**src/rtl/sgsg_pkg.sv**
```systemverilog
`timescale 1ns / 1ps
package sgsg_pkg;
    localparam int MAX_POINTS  = 4096;
    localparam int GRID_COLS   = 256;
    localparam int GRID_ROWS   = 256;
    localparam int EXP_ENTRIES = 1024;
    localparam int ADDR_W      = $clog2(MAX_POINTS);
    localparam int CNT_W       = $clog2(MAX_POINTS + 1);
    localparam int EXP_W       = $clog2(EXP_ENTRIES);
    localparam int BAL_W       = CNT_W + 1;

    localparam logic [1:0] OP_LOAD  = 2'd0;
    localparam logic [1:0] OP_CLEAR = 2'd1;
    localparam logic [1:0] OP_EVAL  = 2'd2;
    localparam logic [1:0] OP_NOP   = 2'd3;

    localparam logic [1:0] ST_OK      = 2'd0;
    localparam logic [1:0] ST_DROPPED = 2'd1;
    localparam logic [1:0] ST_SAT     = 2'd2;

    localparam logic [2:0] REG_GAIN  = 3'd0;
    localparam logic [2:0] REG_INV   = 3'd1;
    localparam logic [2:0] REG_OX    = 3'd2;
    localparam logic [2:0] REG_OY    = 3'd3;
    localparam logic [2:0] REG_SX    = 3'd4;
    localparam logic [2:0] REG_SY    = 3'd5;
    localparam logic [2:0] REG_FLOOR = 3'd6;

    typedef struct packed {
        logic [1:0]         operation;
        logic signed [15:0] point_x;
        logic signed [15:0] point_y;
        logic               point_negative;
        logic [7:0]         cell_col;
        logic [7:0]         cell_row;
    } t_in;

    typedef struct packed {
        logic signed [39:0] density;
        logic [1:0]         status;
    } t_out;

    typedef struct packed {
        logic [3:0]  index;
        logic [31:0] data;
    } t_cfg;

    // controller to datapath
    typedef struct packed {
        logic take;      // register the request
        logic load;      // append point
        logic clear;     // empty store
        logic eval_init; // clear accumulator, form cell position
        logic issue;     // read store entry and push through pipe
        logic finish;    // saturate/floor and emit
    } t_cmd;

    // datapath to controller
    typedef struct packed {
        logic [1:0] op;
        logic       full;
        logic       last;     // issue index reached count
        logic       drained;  // pipe empty
    } t_stat;

    // long division by a small integer, shift and subtract
    function automatic longint unsigned div_small(input longint unsigned a,
                                                  input int unsigned d);
        longint unsigned q, r;
        q = '0;
        r = '0;
        for (int b = 63; b >= 0; b--) begin
            r = {r[62:0], a[b]};
            if (r >= longint'(d)) begin
                r = r - longint'(d);
                q[b] = 1'b1;
            end
        end
        return q;
    endfunction

    // exp(-16k/EXP_ENTRIES) in Q1.15
    function automatic logic [15:0] exp_entry(input int k);
        longint unsigned v, t, e;
        longint s;
        v = (longint'(k) << 29) >> EXP_W;
        t = 64'd1 << 30;
        s = 64'sd1 << 30;
        for (int n = 1; n <= 16; n++) begin
            t = div_small((t * v) >> 30, n);
            if (n[0]) s = s - longint'(t);
            else s = s + longint'(t);
        end
        if (s < 0) s = 0;
        e = s;
        for (int i = 0; i < 5; i++) e = (e * e + (64'd1 << 29)) >> 30;
        e = (e + (64'd1 << 14)) >> 15;
        if (e > 65535) e = 65535;
        return e[15:0];
    endfunction
endpackage

```
**src/rtl/sgsg_ctrl.sv**
```systemverilog
`timescale 1ns / 1ps
module sgsg_ctrl (
    input  logic           i_clk,
    input  logic           i_rst_n,
    input  logic           i_start,
    output logic           o_busy,
    input  sgsg_pkg::t_stat i_stat,
    output sgsg_pkg::t_cmd  o_cmd
);
    localparam logic [2:0] S_IDLE = 3'd0;
    localparam logic [2:0] S_DEC  = 3'd1;
    localparam logic [2:0] S_INIT = 3'd2;
    localparam logic [2:0] S_RUN  = 3'd3;
    localparam logic [2:0] S_WAIT = 3'd4;
    localparam logic [2:0] S_FIN  = 3'd5;

    logic [2:0] r_state, n_state;

    // state register
    always_ff @(posedge i_clk) begin
        if (!i_rst_n) r_state <= S_IDLE;
        else r_state <= n_state;
    end

    // next state and commands
    always_comb begin
        n_state = r_state;
        o_cmd   = '0;
        case (r_state)
            S_IDLE: begin
                if (i_start) begin
                    o_cmd.take = 1'b1;
                    n_state = S_DEC;
                end
            end
            S_DEC: begin
                if (i_stat.op == sgsg_pkg::OP_EVAL) begin
                    n_state = S_INIT;
                end else begin
                    o_cmd.load  = (i_stat.op == sgsg_pkg::OP_LOAD) && !i_stat.full;
                    o_cmd.clear = (i_stat.op == sgsg_pkg::OP_CLEAR);
                    n_state = S_FIN;
                end
            end
            S_INIT: begin
                o_cmd.eval_init = 1'b1;
                n_state = S_RUN;
            end
            S_RUN: begin
                if (i_stat.last) n_state = S_WAIT;
                else o_cmd.issue = 1'b1;
            end
            S_WAIT: begin
                if (i_stat.drained) n_state = S_FIN;
            end
            S_FIN: begin
                o_cmd.finish = 1'b1;
                n_state = S_IDLE;
            end
            default: n_state = S_IDLE;
        endcase
    end

    assign o_busy = (r_state != S_IDLE);
endmodule

```
**config.mk**
```make
export PLATFORM = sky130hd
export DESIGN_NAME = sgsg_ctrl
export DESIGN_NICKNAME = d
export VERILOG_FILES = /design/src/rtl/sgsg_pkg.sv /design/src/rtl/sgsg_ctrl.sv
export SDC_FILE = /design/constraint.sdc
export NUM_CORES = 1
export LEC_CHECK = 0
export BUFFER_PORTS_ARGS = -buffer_cell sky130_fd_sc_hd__buf_4
export CORE_AREA = 2 2 39 41
export DETAILED_ROUTE_END_ITERATION = 8
export DIE_AREA = 0 0 41 43
export HOLD_SLACK_MARGIN = 0.12
export PLACE_DENSITY = 0.39
export RECOVER_POWER = 25
export SLEW_MARGIN = 25
export SYNTH_ARGS = -nofsm -noshare
export SYNTH_HDL_FRONTEND = slang
export SYNTH_SLANG_ARGS = --single-unit
```
**constraint.sdc**
```tcl
create_clock -name i_clk -period 2.6 [get_ports i_clk]
set_input_delay 0.52 -clock i_clk [delete_from_list [all_inputs] [get_ports i_clk]]
set_output_delay 0.52 -clock i_clk [all_outputs]
set_load 0.02 [all_outputs]
```
==> results.sh <==
export IMPL_rsz0062_at_grt="false"
export IMPL_criticalPathCategory="reg2out"
export IMPL_synthAdderAreaFrac=0
export IMPL_overflow=0
export IMPL_largest_reg_flops=3
export IMPL_ys_seq_elements=3
export IMPL_post_cts_setup_buffers=0
export IMPL_synthesis_nets=41
export IMPL_wl_um=696
export IMPL_postPlaceCellArea_um2=373
export IMPL_start_util=0.191
export IMPL_crit_family="simple AND/OR/NAND/NOR gates"
export IMPL_track_usage=0.0912
export IMPL_hold_buffers=0
export IMPL_max_cap_viol_count=0
export IMPL_drive_above_1_share=0.388
export IMPL_top_regs="r_state x3"
export IMPL_finalCritPeriodShare=0.765
export IMPL_wire_per_inst_um=10.7
export IMPL_path_buf_inv=1
export IMPL_gp_congestion=0.681
export IMPL_port_buffers=14
export IMPL_p_leak_uw=0.000183
export IMPL_final_nets=58
export IMPL_pre_cts_ws_ns=0.787
export IMPL_yosysWarnings=0
export IMPL_slew_viol_final=0
export IMPL_dieWidth_um=41
export IMPL_via_per_inst=4.34
export IMPL_area_growth_pct=48.3
export IMPL_clkSinkCount=3
export IMPL_detail_route_antenna_nets=0
export IMPL_vias=282
export IMPL_synth_top_family_by_area="simple AND/OR/NAND/NOR gates"
export IMPL_status="finished clean"
export IMPL_worst_ep_required_time_ns=2.08
export IMPL_yosys_most_used_dff="dfxtp_1"
export IMPL_tns_ns=0
export IMPL_root_buffer="clkbuf_4"
export IMPL_fmax_mhz=502
export IMPL_path_clk_slew_ns=0.04
export IMPL_synth_edff_count=0
export IMPL_syn_inst=33
export IMPL_drt_first_pass_iters=2
export IMPL_synth_compound_area_share=0.156
export IMPL_post_route_util=0.283
export IMPL_htreeDepth=1
export IMPL_fin_crit_ns=1.99
export IMPL_die_area_um2=1760
export IMPL_synth_simple_gate_area_frac=0.540
export IMPL_setup_violations=0
export IMPL_grt_pass1_wl_um=1100
export IMPL_synth_seq_area_share=0.227
export IMPL_finClkSkew_ns=0.00335
export IMPL_synth_area_mux_share=0
export IMPL_rows=14
export IMPL_antenna_found_initial=0
export IMPL_hold_viol=0
export IMPL_critPathCaptureType="output port"
export IMPL_crit_chain="nand2b_1, or3_4, nor3_2, buf_4"
export IMPL_cts_resized=0
export IMPL_tightest_slew_ns=0.298
export IMPL_async_flop_share=0
export IMPL_synth_xor_area_frac=0
export IMPL_grt_max_degree=11
export IMPL_num_io_pins=15
export IMPL_drc=0
export IMPL_slew_headroom=0.801
export IMPL_die_y_um=43
export IMPL_diodes=0
export IMPL_power_density_nw_per_um2=661
export IMPL_cp_slowest_stage_delay_ns=0.47
export IMPL_cp_max_fo=9
export IMPL_largest_register="r_state"
export IMPL_cts_tree="built"
export IMPL_clk_insertion_delay_late_ns=0.23
export IMPL_postLayoutCellArea_um2=392
export IMPL_min_from="i_rst_n"
export IMPL_slowest_stage="dfxtp_1"
export IMPL_coreArea_um2=1380
export IMPL_hold_class="in2reg"
export IMPL_grt_pass1_vias=270
export IMPL_r2r_slack_ns=1.51
export IMPL_cts_buffers=3
export IMPL_ys_types=22
export IMPL_drt_iter0_markers=5
export IMPL_reg2reg_from="r_state[0]$_SDFFE_PN0P_"
export IMPL_hpwl_um=552
export IMPL_peakVddDrop_mv=0.145
export IMPL_critPathArrivalTime_ns=1.47
export IMPL_critPathLaunchType="register"
export IMPL_setup_ws_ns=0.610
export IMPL_synth_area_um2=264
export IMPL_startpoint="r_state[0]$_SDFFE_PN0P_"
export IMPL_syn_avg_cell_area_um2=8.00
export IMPL_cts_max_path_buffers=2
## cell usage after synthesis, drive strengths merged (2+ instances only)
cell | count | share of area
nand2b | 3 | 0.10
a21oi | 2 | 0.038
nor2b | 2 | 0.047
nor2 | 4 | 0.057
nor3b | 2 | 0.057
dfxtp | 3 | 0.23
nand2 | 2 | 0.028
and2 | 2 | 0.047
or3 | 2 | 0.066
## layer usage
layer | wire, um | share of wire | track usage
met5 | 0 | 0 | 0
met3 | 8 | 0.011 | 0
met4 | 16 | 0.023 | 0.0600
met2 | 388 | 0.56 | 0.147
met1 | 283 | 0.41 | 0.112
## per-stage QoR
step | hold slack (ns) | cells | total power, uW
2_1_floorplan | 0.568 | 33 | 146
3_3_place_gp | 0.673 | 61 | 184
3_5_place_dp | 0.669 | 61 | 185
4_1_cts | 0.534 | 65 | 270
5_1_grt | 0.548 | 65 | 277
6_report | 0.543 | 65 | 259
## worst reg2reg max path: cells and delay by family, from the launching register on
kind | cells | cell delay [ns]
simple gates | 2 | 0.46
compound gates | 1 | 0.11
flops | 1 | 0.47
## cell families (layout without fill, tap and decap cells)
kind of cell,after synthesis,in the layout
AO/OA/AOI/OAI,6,6
buffers and inverters,3,19
AND/OR/NAND/NOR,21,21
flip-flops,3,3
## report_power, final
part / internal, uW / switching (uW) / total [uW]
Sequential: 54.6 / 18.8 / 73.4
Clock: 57.4 / 22.7 / 80.1
Combinational: 55.7 / 49.4 / 105
## final timing paths
path,depth (start not counted),to
hold / removal,2,r_state[2]$_SDFFE_PN0P_
hold reg to reg,2,r_state[1]$_SDFFE_PN0P_
setup reg to reg,3,r_state[2]$_SDFFE_PN0P_
setup / recovery,4,o_cmd[4]
## cell usage in the layout, fill, tap and decap left out, types with 2 or more instances in the layout
master,count
buf_4,14
nor2_1,4
nand2b_1,3
clkbuf_4,3
dfxtp_1,3
nor3b_1,2
nor2b_1,2
and2_1,2
a21oi_1,2
nand2_1,2
## area by class of cell
type,count,area [um2]
Timing Repair Buffer,14,105
Sequential cell,3,60.1
Fill cell,157,992
Multi-Input combinational cell,27,176
Tap cell,16,20.0
Inverter,1,3.75
Clock buffer,4,26.3
(Power assumes the default switching activity.)
